File: src/distinct_sample_hash_set_macros.svh
// assertion helpers shared by the sampler rtl
`ifndef DISTINCT_SAMPLE_HASH_SET_MACROS_SVH
`define DISTINCT_SAMPLE_HASH_SET_MACROS_SVH

// consequent checked in the same cycle
`define DSHS_ASSERT_SAME(label, ante, cons, msg) \
   label: assert property (@(posedge clock) disable iff (reset) (ante) |-> (cons)) \
      else $error(msg);

// consequent checked in the cycle after the antecedent
`define DSHS_ASSERT_NEXT(label, ante, cons, msg) \
   label: assert property (@(posedge clock) disable iff (reset) (ante) |=> (cons)) \
      else $error(msg);

`endif

File: src/dshs_pkg.sv
package dshs_pkg;

   // hash input width and salt
   localparam int HASH_W = 32;
   localparam logic [HASH_W-1:0] HASH_SALT = 32'h20F7_B765;

   // remainder unit retires this many dividend bits per cycle
   localparam int REM_STEP   = 4;
   localparam int REM_CYCLES = HASH_W / REM_STEP;
   localparam int REM_CNT_W  = $clog2(REM_CYCLES);

   // configuration registers
   localparam int VC_W      = 25;
   localparam int SPN_W     = 6;
   localparam int CAPCFG_W  = 7;
   localparam int CSR_W     = 25;
   localparam int CSR_IDX_W = 2;

   localparam logic [CSR_IDX_W-1:0] CSR_VERTEX_COUNT = 2'd0;
   localparam logic [CSR_IDX_W-1:0] CSR_SAMPLES      = 2'd1;
   localparam logic [CSR_IDX_W-1:0] CSR_CAPACITY     = 2'd2;

   localparam logic [VC_W-1:0]     VERTEX_COUNT_RST = 25'd1024;
   localparam logic [SPN_W-1:0]    SAMPLES_RST      = 6'd32;
   localparam logic [CAPCFG_W-1:0] CAPACITY_RST     = 7'd64;

   // request command codes
   localparam logic CMD_START     = 1'b0;
   localparam logic CMD_CANDIDATE = 1'b1;

   localparam int KIND_W = 3;

   typedef enum logic [KIND_W-1:0] {
      KIND_STARTED  = 3'd0,
      KIND_SELF     = 3'd1,
      KIND_DUP      = 3'd2,
      KIND_INSERTED = 3'd3,
      KIND_PACKED   = 3'd4,
      KIND_RANGE    = 3'd5,
      KIND_IGNORED  = 3'd6
   } kind_type;

   // control from the sequencer to the slot store
   typedef struct packed {
      logic clear;
      logic wr_en;
   } slot_ctl_type;

endpackage

File: src/dshs_rem.sv
module dshs_rem
   import dshs_pkg::*;
#(
   parameter int DIV_W = 7
) (
   input  logic               clock,
   input  logic               reset,
   input  logic               start,
   input  logic [HASH_W-1:0]  dividend,
   input  logic [DIV_W-1:0]   divisor,
   output logic               done,
   output logic [DIV_W-1:0]   remainder
);

   logic                 run_ff, run_in;
   logic                 done_ff, done_in;
   logic [REM_CNT_W-1:0] cnt_ff, cnt_in;
   logic [HASH_W-1:0]    shift_ff, shift_in;
   logic [DIV_W-1:0]     rem_ff, rem_in;

   logic [DIV_W:0]       trial;
   logic [DIV_W-1:0]     part;

   // restoring remainder, a few bits per cycle
   always_comb begin
      part  = rem_ff;
      trial = '0;
      for (int k = 0; k < REM_STEP; k++) begin
         trial = {part, shift_ff[HASH_W-1-k]};
         if (trial >= {1'b0, divisor}) begin
            trial = trial - {1'b0, divisor};
         end
         part = trial[DIV_W-1:0];
      end
   end

   always_comb begin
      run_in   = run_ff;
      done_in  = 1'b0;
      cnt_in   = cnt_ff;
      shift_in = shift_ff;
      rem_in   = rem_ff;
      if (start) begin
         run_in   = 1'b1;
         cnt_in   = '0;
         shift_in = dividend;
         rem_in   = '0;
      end else if (run_ff) begin
         rem_in   = part;
         shift_in = shift_ff << REM_STEP;
         cnt_in   = cnt_ff + 1'b1;
         if (cnt_ff == REM_CNT_W'(REM_CYCLES - 1)) begin
            run_in  = 1'b0;
            done_in = 1'b1;
         end
      end
   end

   always_ff @(posedge clock) begin
      if (reset) begin
         run_ff  <= 1'b0;
         done_ff <= 1'b0;
         cnt_ff  <= '0;
      end else begin
         run_ff  <= run_in;
         done_ff <= done_in;
         cnt_ff  <= cnt_in;
      end
   end

   always_ff @(posedge clock) begin
      shift_ff <= shift_in;
      rem_ff   <= rem_in;
   end

   assign done      = done_ff;
   assign remainder = rem_ff;

endmodule

File: src/dshs_slots.sv
module dshs_slots
   import dshs_pkg::*;
#(
   parameter int SLOTS  = 64,
   parameter int DATA_W = 24
) (
   input  logic                     clock,
   input  logic                     reset,
   input  slot_ctl_type             ctl,
   input  logic [$clog2(SLOTS)-1:0] wr_addr,
   input  logic [DATA_W-1:0]        wr_data,
   input  logic [$clog2(SLOTS)-1:0] rd_addr,
   output logic [DATA_W-1:0]        rd_data,
   output logic                     rd_used
);

   logic [DATA_W-1:0] slot_mem [SLOTS];
   logic [SLOTS-1:0]  used_ff;
   logic [DATA_W-1:0] rd_data_ff;
   logic              rd_used_ff;

   always_ff @(posedge clock) begin
      if (ctl.wr_en) begin
         slot_mem[wr_addr] <= wr_data;
      end
      rd_data_ff <= slot_mem[rd_addr];
   end

   // occupancy flags, wiped at once for a new run
   always_ff @(posedge clock) begin
      if (reset) begin
         used_ff    <= '0;
         rd_used_ff <= 1'b0;
      end else begin
         if (ctl.clear) begin
            used_ff <= '0;
         end else if (ctl.wr_en) begin
            used_ff[wr_addr] <= 1'b1;
         end
         rd_used_ff <= used_ff[rd_addr];
      end
   end

   assign rd_data = rd_data_ff;
   assign rd_used = rd_used_ff;

endmodule

File: src/distinct_sample_hash_set.sv
// start, ignored, self and out-of-range transactions: result in the cycle after accept, no busy.
// candidate into the table: hashing in the remainder unit (ST_HASH), then per slot probe a
//   read state and a check state (ST_PROBE_RD, ST_PROBE_CHK); busy until the result.
// completing insert: slot scan up to the capacity, packed ids in slot order, at most
//   one per cycle, busy until the last; results strobe rsp_valid, the receiver cannot stall.
// synchronous reset clears the run, occupancy flags and registers to their defaults.
`include "distinct_sample_hash_set_macros.svh"

module distinct_sample_hash_set
   import dshs_pkg::*;
#(
   parameter int MAX_SAMPLES = 32,
   parameter int TABLE_SLOTS = 64,
   parameter int ID_BITS     = 24
) (
   input  logic                 clock,
   input  logic                 reset,
   input  logic                 start,
   input  logic                 req_cmd,
   input  logic [ID_BITS-1:0]   req_value,
   output logic                 busy,
   output logic                 rsp_valid,
   output logic [KIND_W-1:0]    rsp_kind,
   output logic [ID_BITS-1:0]   rsp_element,
   output logic                 rsp_last,
   input  logic                 csr_we,
   input  logic [CSR_IDX_W-1:0] csr_index,
   input  logic [CSR_W-1:0]     csr_wdata
);

   localparam int SLOT_W = $clog2(TABLE_SLOTS);
   localparam int CAP_W  = $clog2(TABLE_SLOTS + 1);
   localparam int CNT_W  = $clog2(MAX_SAMPLES + 1);

   typedef enum logic [4:0] {
      ST_IDLE      = 5'b00001,
      ST_HASH      = 5'b00010,
      ST_PROBE_RD  = 5'b00100,
      ST_PROBE_CHK = 5'b01000,
      ST_PACK      = 5'b10000
   } state_type;

   state_type             state_ff, state_in;
   logic [VC_W-1:0]       vertex_count_ff;
   logic [SPN_W-1:0]      samples_ff;
   logic [CAPCFG_W-1:0]   capacity_ff;

   logic [ID_BITS-1:0]    own_ff, own_in;
   logic [ID_BITS-1:0]    cand_ff, cand_in;
   logic                  collecting_ff, collecting_in;
   logic [CNT_W-1:0]      count_ff, count_in;
   logic [SLOT_W-1:0]     pos_ff, pos_in;
   logic [CAP_W-1:0]      probe_cnt_ff, probe_cnt_in;
   logic [CAP_W-1:0]      scan_ff, scan_in;
   logic                  pk_vld_ff, pk_vld_in;
   logic [CNT_W-1:0]      emitted_ff, emitted_in;

   logic                  rsp_valid_ff, rsp_valid_in;
   kind_type              rsp_kind_ff, rsp_kind_in;
   logic [ID_BITS-1:0]    rsp_element_ff, rsp_element_in;
   logic                  rsp_last_ff, rsp_last_in;

   logic [31:0]           cap32, tgt32;
   logic [CAP_W-1:0]      cap;
   logic [CNT_W-1:0]      target;

   logic                  take;
   logic                  rem_start;
   logic                  rem_done;
   logic [CAP_W-1:0]      rem_value;
   logic [HASH_W-1:0]     hash_in;

   slot_ctl_type          slot_ctl;
   logic [SLOT_W-1:0]     rd_addr;
   logic [ID_BITS-1:0]    rd_data;
   logic                  rd_used;

   logic [CAP_W-1:0]      pos_inc;
   logic [CNT_W-1:0]      count_inc;
   logic [CNT_W-1:0]      emitted_inc;

   // configuration registers
   always_ff @(posedge clock) begin
      if (reset) begin
         vertex_count_ff <= VERTEX_COUNT_RST;
         samples_ff      <= SAMPLES_RST;
         capacity_ff     <= CAPACITY_RST;
      end else if (csr_we) begin
         case (csr_index)
            CSR_VERTEX_COUNT: vertex_count_ff <= csr_wdata[VC_W-1:0];
            CSR_SAMPLES:      samples_ff      <= csr_wdata[SPN_W-1:0];
            CSR_CAPACITY:     capacity_ff     <= csr_wdata[CAPCFG_W-1:0];
            default: ;
         endcase
      end
   end

   // capacity clamped to 2..slots, target to 1..max and then to capacity
   always_comb begin
      cap32 = 32'(capacity_ff);
      if (cap32 < 32'd2) begin
         cap32 = 32'd2;
      end
      if (cap32 > 32'(TABLE_SLOTS)) begin
         cap32 = 32'(TABLE_SLOTS);
      end
      tgt32 = 32'(samples_ff);
      if (tgt32 < 32'd1) begin
         tgt32 = 32'd1;
      end
      if (tgt32 > 32'(MAX_SAMPLES)) begin
         tgt32 = 32'(MAX_SAMPLES);
      end
      if (tgt32 > cap32) begin
         tgt32 = cap32;
      end
      cap    = CAP_W'(cap32);
      target = CNT_W'(tgt32);
   end

   assign busy      = (state_ff != ST_IDLE);
   assign take      = start && !busy;
   assign hash_in   = HASH_W'(req_value) ^ HASH_SALT;
   assign rem_start = take && (req_cmd == CMD_CANDIDATE) && collecting_ff
                      && (req_value != own_ff)
                      && (33'(req_value) < 33'(vertex_count_ff));

   dshs_rem #(
      .DIV_W (CAP_W)
   ) u_rem (
      .clock     (clock),
      .reset     (reset),
      .start     (rem_start),
      .dividend  (hash_in),
      .divisor   (cap),
      .done      (rem_done),
      .remainder (rem_value)
   );

   dshs_slots #(
      .SLOTS  (TABLE_SLOTS),
      .DATA_W (ID_BITS)
   ) u_slots (
      .clock   (clock),
      .reset   (reset),
      .ctl     (slot_ctl),
      .wr_addr (pos_ff),
      .wr_data (cand_ff),
      .rd_addr (rd_addr),
      .rd_data (rd_data),
      .rd_used (rd_used)
   );

   assign pos_inc     = CAP_W'(pos_ff) + 1'b1;
   assign count_inc   = count_ff + 1'b1;
   assign emitted_inc = emitted_ff + 1'b1;
   assign rd_addr     = (state_ff == ST_PACK) ? scan_ff[SLOT_W-1:0] : pos_ff;

   always_comb begin
      state_in       = state_ff;
      own_in         = own_ff;
      cand_in        = cand_ff;
      collecting_in  = collecting_ff;
      count_in       = count_ff;
      pos_in         = pos_ff;
      probe_cnt_in   = probe_cnt_ff;
      scan_in        = scan_ff;
      pk_vld_in      = 1'b0;
      emitted_in     = emitted_ff;
      rsp_valid_in   = 1'b0;
      rsp_kind_in    = rsp_kind_ff;
      rsp_element_in = rsp_element_ff;
      rsp_last_in    = 1'b0;
      slot_ctl       = '0;

      case (state_ff)
         ST_IDLE: begin
            if (take) begin
               rsp_element_in = req_value;
               if (req_cmd == CMD_START) begin
                  own_in        = req_value;
                  count_in      = '0;
                  collecting_in = 1'b1;
                  slot_ctl.clear = 1'b1;
                  rsp_valid_in  = 1'b1;
                  rsp_kind_in   = KIND_STARTED;
               end else if (!collecting_ff) begin
                  rsp_valid_in = 1'b1;
                  rsp_kind_in  = KIND_IGNORED;
               end else if (req_value == own_ff) begin
                  rsp_valid_in = 1'b1;
                  rsp_kind_in  = KIND_SELF;
               end else if (33'(req_value) >= 33'(vertex_count_ff)) begin
                  rsp_valid_in = 1'b1;
                  rsp_kind_in  = KIND_RANGE;
               end else begin
                  cand_in  = req_value;
                  state_in = ST_HASH;
               end
            end
         end
         ST_HASH: begin
            if (rem_done) begin
               pos_in       = rem_value[SLOT_W-1:0];
               probe_cnt_in = '0;
               state_in     = ST_PROBE_RD;
            end
         end
         ST_PROBE_RD: begin
            state_in = ST_PROBE_CHK;
         end
         ST_PROBE_CHK: begin
            rsp_element_in = cand_ff;
            if (!rd_used) begin
               slot_ctl.wr_en = 1'b1;
               count_in       = count_inc;
               if (count_inc < target) begin
                  rsp_valid_in = 1'b1;
                  rsp_kind_in  = KIND_INSERTED;
                  state_in     = ST_IDLE;
               end else begin
                  // run complete: scan the table in slot order
                  collecting_in = 1'b0;
                  scan_in       = '0;
                  emitted_in    = '0;
                  state_in      = ST_PACK;
               end
            end else if ((rd_data == cand_ff) || (probe_cnt_ff + 1'b1 == cap)) begin
               rsp_valid_in = 1'b1;
               rsp_kind_in  = KIND_DUP;
               state_in     = ST_IDLE;
            end else begin
               pos_in       = (pos_inc == cap) ? '0 : pos_inc[SLOT_W-1:0];
               probe_cnt_in = probe_cnt_ff + 1'b1;
               state_in     = ST_PROBE_RD;
            end
         end
         ST_PACK: begin
            // one read issued per cycle, its data judged the cycle after
            if (scan_ff < cap) begin
               scan_in   = scan_ff + 1'b1;
               pk_vld_in = 1'b1;
            end else begin
               state_in = ST_IDLE;
            end
            if (pk_vld_ff && rd_used) begin
               rsp_valid_in   = 1'b1;
               rsp_kind_in    = KIND_PACKED;
               rsp_element_in = rd_data;
               emitted_in     = emitted_inc;
               if (emitted_inc == target) begin
                  rsp_last_in = 1'b1;
                  pk_vld_in   = 1'b0;
                  state_in    = ST_IDLE;
               end
            end
         end
         default: begin
            state_in = ST_IDLE;
         end
      endcase
   end

   always_ff @(posedge clock) begin
      if (reset) begin
         state_ff      <= ST_IDLE;
         own_ff        <= '0;
         collecting_ff <= 1'b0;
         count_ff      <= '0;
         pk_vld_ff     <= 1'b0;
         rsp_valid_ff  <= 1'b0;
         rsp_last_ff   <= 1'b0;
      end else begin
         state_ff      <= state_in;
         own_ff        <= own_in;
         collecting_ff <= collecting_in;
         count_ff      <= count_in;
         pk_vld_ff     <= pk_vld_in;
         rsp_valid_ff  <= rsp_valid_in;
         rsp_last_ff   <= rsp_last_in;
      end
   end

   always_ff @(posedge clock) begin
      cand_ff        <= cand_in;
      pos_ff         <= pos_in;
      probe_cnt_ff   <= probe_cnt_in;
      scan_ff        <= scan_in;
      emitted_ff     <= emitted_in;
      rsp_kind_ff    <= rsp_kind_in;
      rsp_element_ff <= rsp_element_in;
   end

   assign rsp_valid   = rsp_valid_ff;
   assign rsp_kind    = rsp_kind_ff;
   assign rsp_element = rsp_element_ff;
   assign rsp_last    = rsp_last_ff;

   `DSHS_ASSERT_SAME(a_rem_done_in_hash, rem_done, state_ff == ST_HASH, "remainder done outside hash")
   `DSHS_ASSERT_SAME(a_last_ends_run, rsp_valid_ff && rsp_last_ff, !collecting_ff, "last id while collecting")
   `DSHS_ASSERT_NEXT(a_start_opens_run, take && (req_cmd == CMD_START), collecting_ff && (count_ff == '0), "start did not open a run")

endmodule
File: config.mk
export PLATFORM = sky130hd
export DESIGN_NAME = distinct_sample_hash_set
export DESIGN_NICKNAME = d
export VERILOG_FILES = /design/src/dshs_pkg.sv /design/src/dshs_rem.sv /design/src/dshs_slots.sv /design/src/distinct_sample_hash_set.sv
export VERILOG_INCLUDE_DIRS = /design/src /design/src/src
export SDC_FILE = /design/constraint.sdc
export NUM_CORES = 2
export LEC_CHECK = 0
export ABC_CLOCK_PERIOD_IN_PS = 21400
export BUFFER_PORTS_ARGS = -buffer_cell sky130_fd_sc_hd__buf_2
export CORE_MARGIN = 8
export CORE_UTILIZATION = 45
export DETAILED_ROUTE_END_ITERATION = 12
export PLACE_DENSITY = 0.59
export REMOVE_ABC_BUFFERS = 1
export SLEW_MARGIN = 10
export SYNTH_ARGS = -nofsm -noshare
export SYNTH_HDL_FRONTEND = slang
export SYNTH_SLANG_ARGS = --single-unit
File: constraint.sdc
create_clock -name clock -period 21.4 [get_ports clock]
set_clock_uncertainty 0.05 [all_clocks]
set_input_delay 3.21 -clock clock [delete_from_list [all_inputs] [get_ports clock]]
set_output_delay 3.21 -clock clock [all_outputs]
set_load 0.02 [all_outputs]
==> impl_metrics.csv <==
group,metric,value,unit
outcome,status,"finished, final reports clean",
drt,vias_per_cell,5.93,
drt,drt_pre_antenna_iters,6,
final_layout,multi_input_area,0.0202,mm^2
timing,worstMarginPinSlew,1130,ps
worst_setup_path,regToRegEndpoint,"u_rem.remainder[0]",
synth,yosys_warnings,0,
pwr,finalPower,8.16,mW
global_route,antenna_found_initial,9,
final_layout,layout_common_cells,"1638 x edfxtp_1, 1303 x nand2_1, 336 x nand3_1",
final_layout,nets,5836,
cts,clock_tree.root_cell,"clkbuf_16",
global_route,overflow,0,
final_layout,syn_to_final_growth,12.1,%
pwr,leakagePower,28.7,nW
final_layout,fill_cells,14093,
die,die_area,0.179,mm^2
die,start_util,45.3,%
worst_setup_path,slowest_delay,720,ps
worst_setup_path,setup.worst_path.end,"u_rem.remainder[0]",
timing,fin_crit,11210,ps
timing,period_share,52.4,%
final_layout,layout.area.seq,0.0529,mm^2
pwr,peakVddDrop,0.000133,V
worst_setup_path,cp.required,22050,ps
placed_design,port-buffer-count,85,
synth,ys_seq_area_share,70.9,%
synth,async_reset_ff_share,0,%
die,die_y,423,um
worst_setup_path,reg2reg_from,"capacity_ff[2]",
drt,ant_nets,0,
synth,netlist_area,0.0746,mm^2
drt,dr_total_vias,47726,
die,row_count,149,
synth,synth-main-ff-cell,"edfxtp_1",
timing,finalSetupViolCount,0,
worst_setup_path,cp-startpoint,"capacity_ff[2]",
cts,max-clock-path-buffers,3,
cts,cts.repair.resized,0,
timing,slew_headroom,23.7,%
flow_run,drv_cap,0,
worst_setup_path,crit_path_end_kind,"flop",
synth,synth_edf_count,1638,
final_layout,layout_commonest_cell,"edfxtp_1",
timing,max_freq,0.0892,GHz
worst_setup_path,arrival,11850,ps
pwr,power_density,97.6,mW/mm^2
cts,holdBufCountCts,0,
cts,cts.sinks,1823,
synth,avgSynthCellArea,13.2,um^2
timing,finalHoldViolations,0,
cts,clk_pin_slew,60,ps
drt,first_iter_violations,5583,
die,die_w,423,um
global_route,grt_pass1_wl,310,mm
worst_setup_path,r2r_setup_slack,10190,ps
worst_setup_path,reg2reg_depth,34,
global_route,grt_use_total,23.0,%
synth,synth_cell_types,77,
cts,cts_setup_buffers,0,
die,core,0.165,mm^2
final_layout,drive_gt1_share,10.3,%
worst_setup_path,start_kind,"flop",
drt,route.detailed.drc,0,
die,ios,86,
global_route,first_global_vias,45009,
cts,clk_latency,810,ps
drt,drt_wl_total,215,mm
timing,grt_setup_unrepaired,"no",
timing,fin_tns_setup,0,ps
cts,htree_num_levels,4,
placed_design,gp_congestion,0.839,
timing,maxSlewViolCount,0,
drt,wire_per_inst,26.7,um
min_path,hp-class,"flop to flop",
synth,synthCells,5637,
worst_setup_path,slowest_stage,"a21oi_1",
worst_setup_path,crit_fanout,11,
synth,ys_ff_latch,1823,
placed_design,dp_hpwl,120,mm
cts,cts_tree,"built",
worst_setup_path,cp_common_cell,"a21oi_1",
cts,cts_buffers,187,
global_route,grt_max_degree,154,
worst_setup_path,critPathKind,"flop to flop",
[flip-flops by register name (all words and copies together) (netlist names), 3 cells and up]
| name | flops |
|---|---|
| u_slots.slot_mem | 1536 |
| vertex_count_ff | 25 |
| pos_ff | 6 |
| emitted_ff | 6 |
| count_ff | 6 |
| own_ff | 24 |
| u_rem.remainder | 7 |
| rsp_element | 24 |
| u_slots.used_ff | 64 |
| cand_ff | 24 |
| u_rem.shift_ff | 32 |
| u_rem.cnt_ff | 3 |
| probe_cnt_ff | 7 |
| samples_ff | 6 |
| rsp_kind | 3 |
| scan_ff | 7 |
| state_ff | 5 |
| u_slots.rd_data | 24 |
| capacity_ff | 7 |
[kinds of logic (layout without fill, tap and decap cells)]
logic type / count (synthesis) / after routing / synth area share (%)
other cells: 0 / 2 / 0
simple gates: 2094 / 2094 / 12.2
compound gates: 865 / 865 / 8.60
fa+ha+maj: 80 / 80 / 1.38
xor+xnor: 100 / 100 / 1.17
buf+inv: 429 / 652 / 2.39
flops: 1823 / 1823 / 70.9
mux: 246 / 246 / 3.33
[worst max-delay path, delay by kind of cell, from the launching register on]
family / cells / cell delay, ps
compound gates: 15 / 4070
simple gates: 11 / 3470
fa+ha+maj: 4 / 1710
mux: 3 / 1040
buf+inv: 1 / 440
flops: 1 / 320
[Yosys cell counts, drive strengths merged (49+ instances only)]
master  instances  share of area, %
a22oi          51              0.51
a311o          49              0.66
nor2          139              0.70
xnor2          54              0.63
dfxtp         185               5.0
a31oi          50              0.42
a311oi        113               1.3
ha             76               1.3
edfxtp       1638                66
mux2i         233               3.1
inv            67              0.34
buf           128              0.87
and3          122               1.0
a211oi         54              0.55
a21oi          82              0.56
o21a           74              0.74
a32o           49              0.66
nand2        1305               6.6
clkbuf        234               1.2
nand3         337               2.3
a221oi         53              0.62
nand4          67              0.56
o21ai         165               1.1
[through the flow]
| step | std cells | cell area, um^2 | hold slack, ps | util, % | setup slack (ps) |
|---|---|---|---|---|---|
| final | 8051 | 83600 | 405 | 50.7 | 10190 |
| after CTS | 8049 | 83600 | 408 | 50.7 | 10080 |
| after floorplan | 5275 | 73100 | 380 | - | 2600 |
| after global routing | 8049 | 83600 | 416 | 50.7 | 9260 |
| after global placement | 7700 | 77700 | 389 | 47.2 | 10070 |
| after detailed placement | 7700 | 77700 | 397 | 47.2 | 10110 |
[area by class of cell]
type	instances	area share (%)
flip-flops and latches	1823	63.3
inverters	67	0.301
clock inverters	101	0.829
clock buffers	248	6.16
multi-input cells	3385	24.2
well taps	2189	3.28
repair buffers	236	1.94
diodes	2	0.00599
[layer usage]
layer  global-route usage, %  share of wire [%]
met1                    32.2                 42
met2                    36.9                 47
met3                    3.87                7.3
met4                    7.25                3.2
met5                       0             0.0061
[how the worst min path moves through the flow]
stage / start / endpoint / cells past startpoint
final: vertex_count_ff[8] / vertex_count_ff[8] / 2
after global placement: u_slots.used_ff[20] / u_slots.used_ff[20] / 1
after global routing: vertex_count_ff[12] / vertex_count_ff[12] / 2
after detailed placement: u_slots.used_ff[20] / u_slots.used_ff[20] / 1
after floorplan: vertex_count_ff[11] / vertex_count_ff[11] / 2
after CTS: vertex_count_ff[16] / vertex_count_ff[16] / 2
[power by group]
part	total (mW)	switching (mW)	internal (mW)	leakage, nW
clock network	3.13	1.36	1.77	2.87
logic	1.15	0.632	0.522	9.48
registers	3.88	0.0211	3.86	16.3
Note: power is estimated with default switching activity, not from simulation.
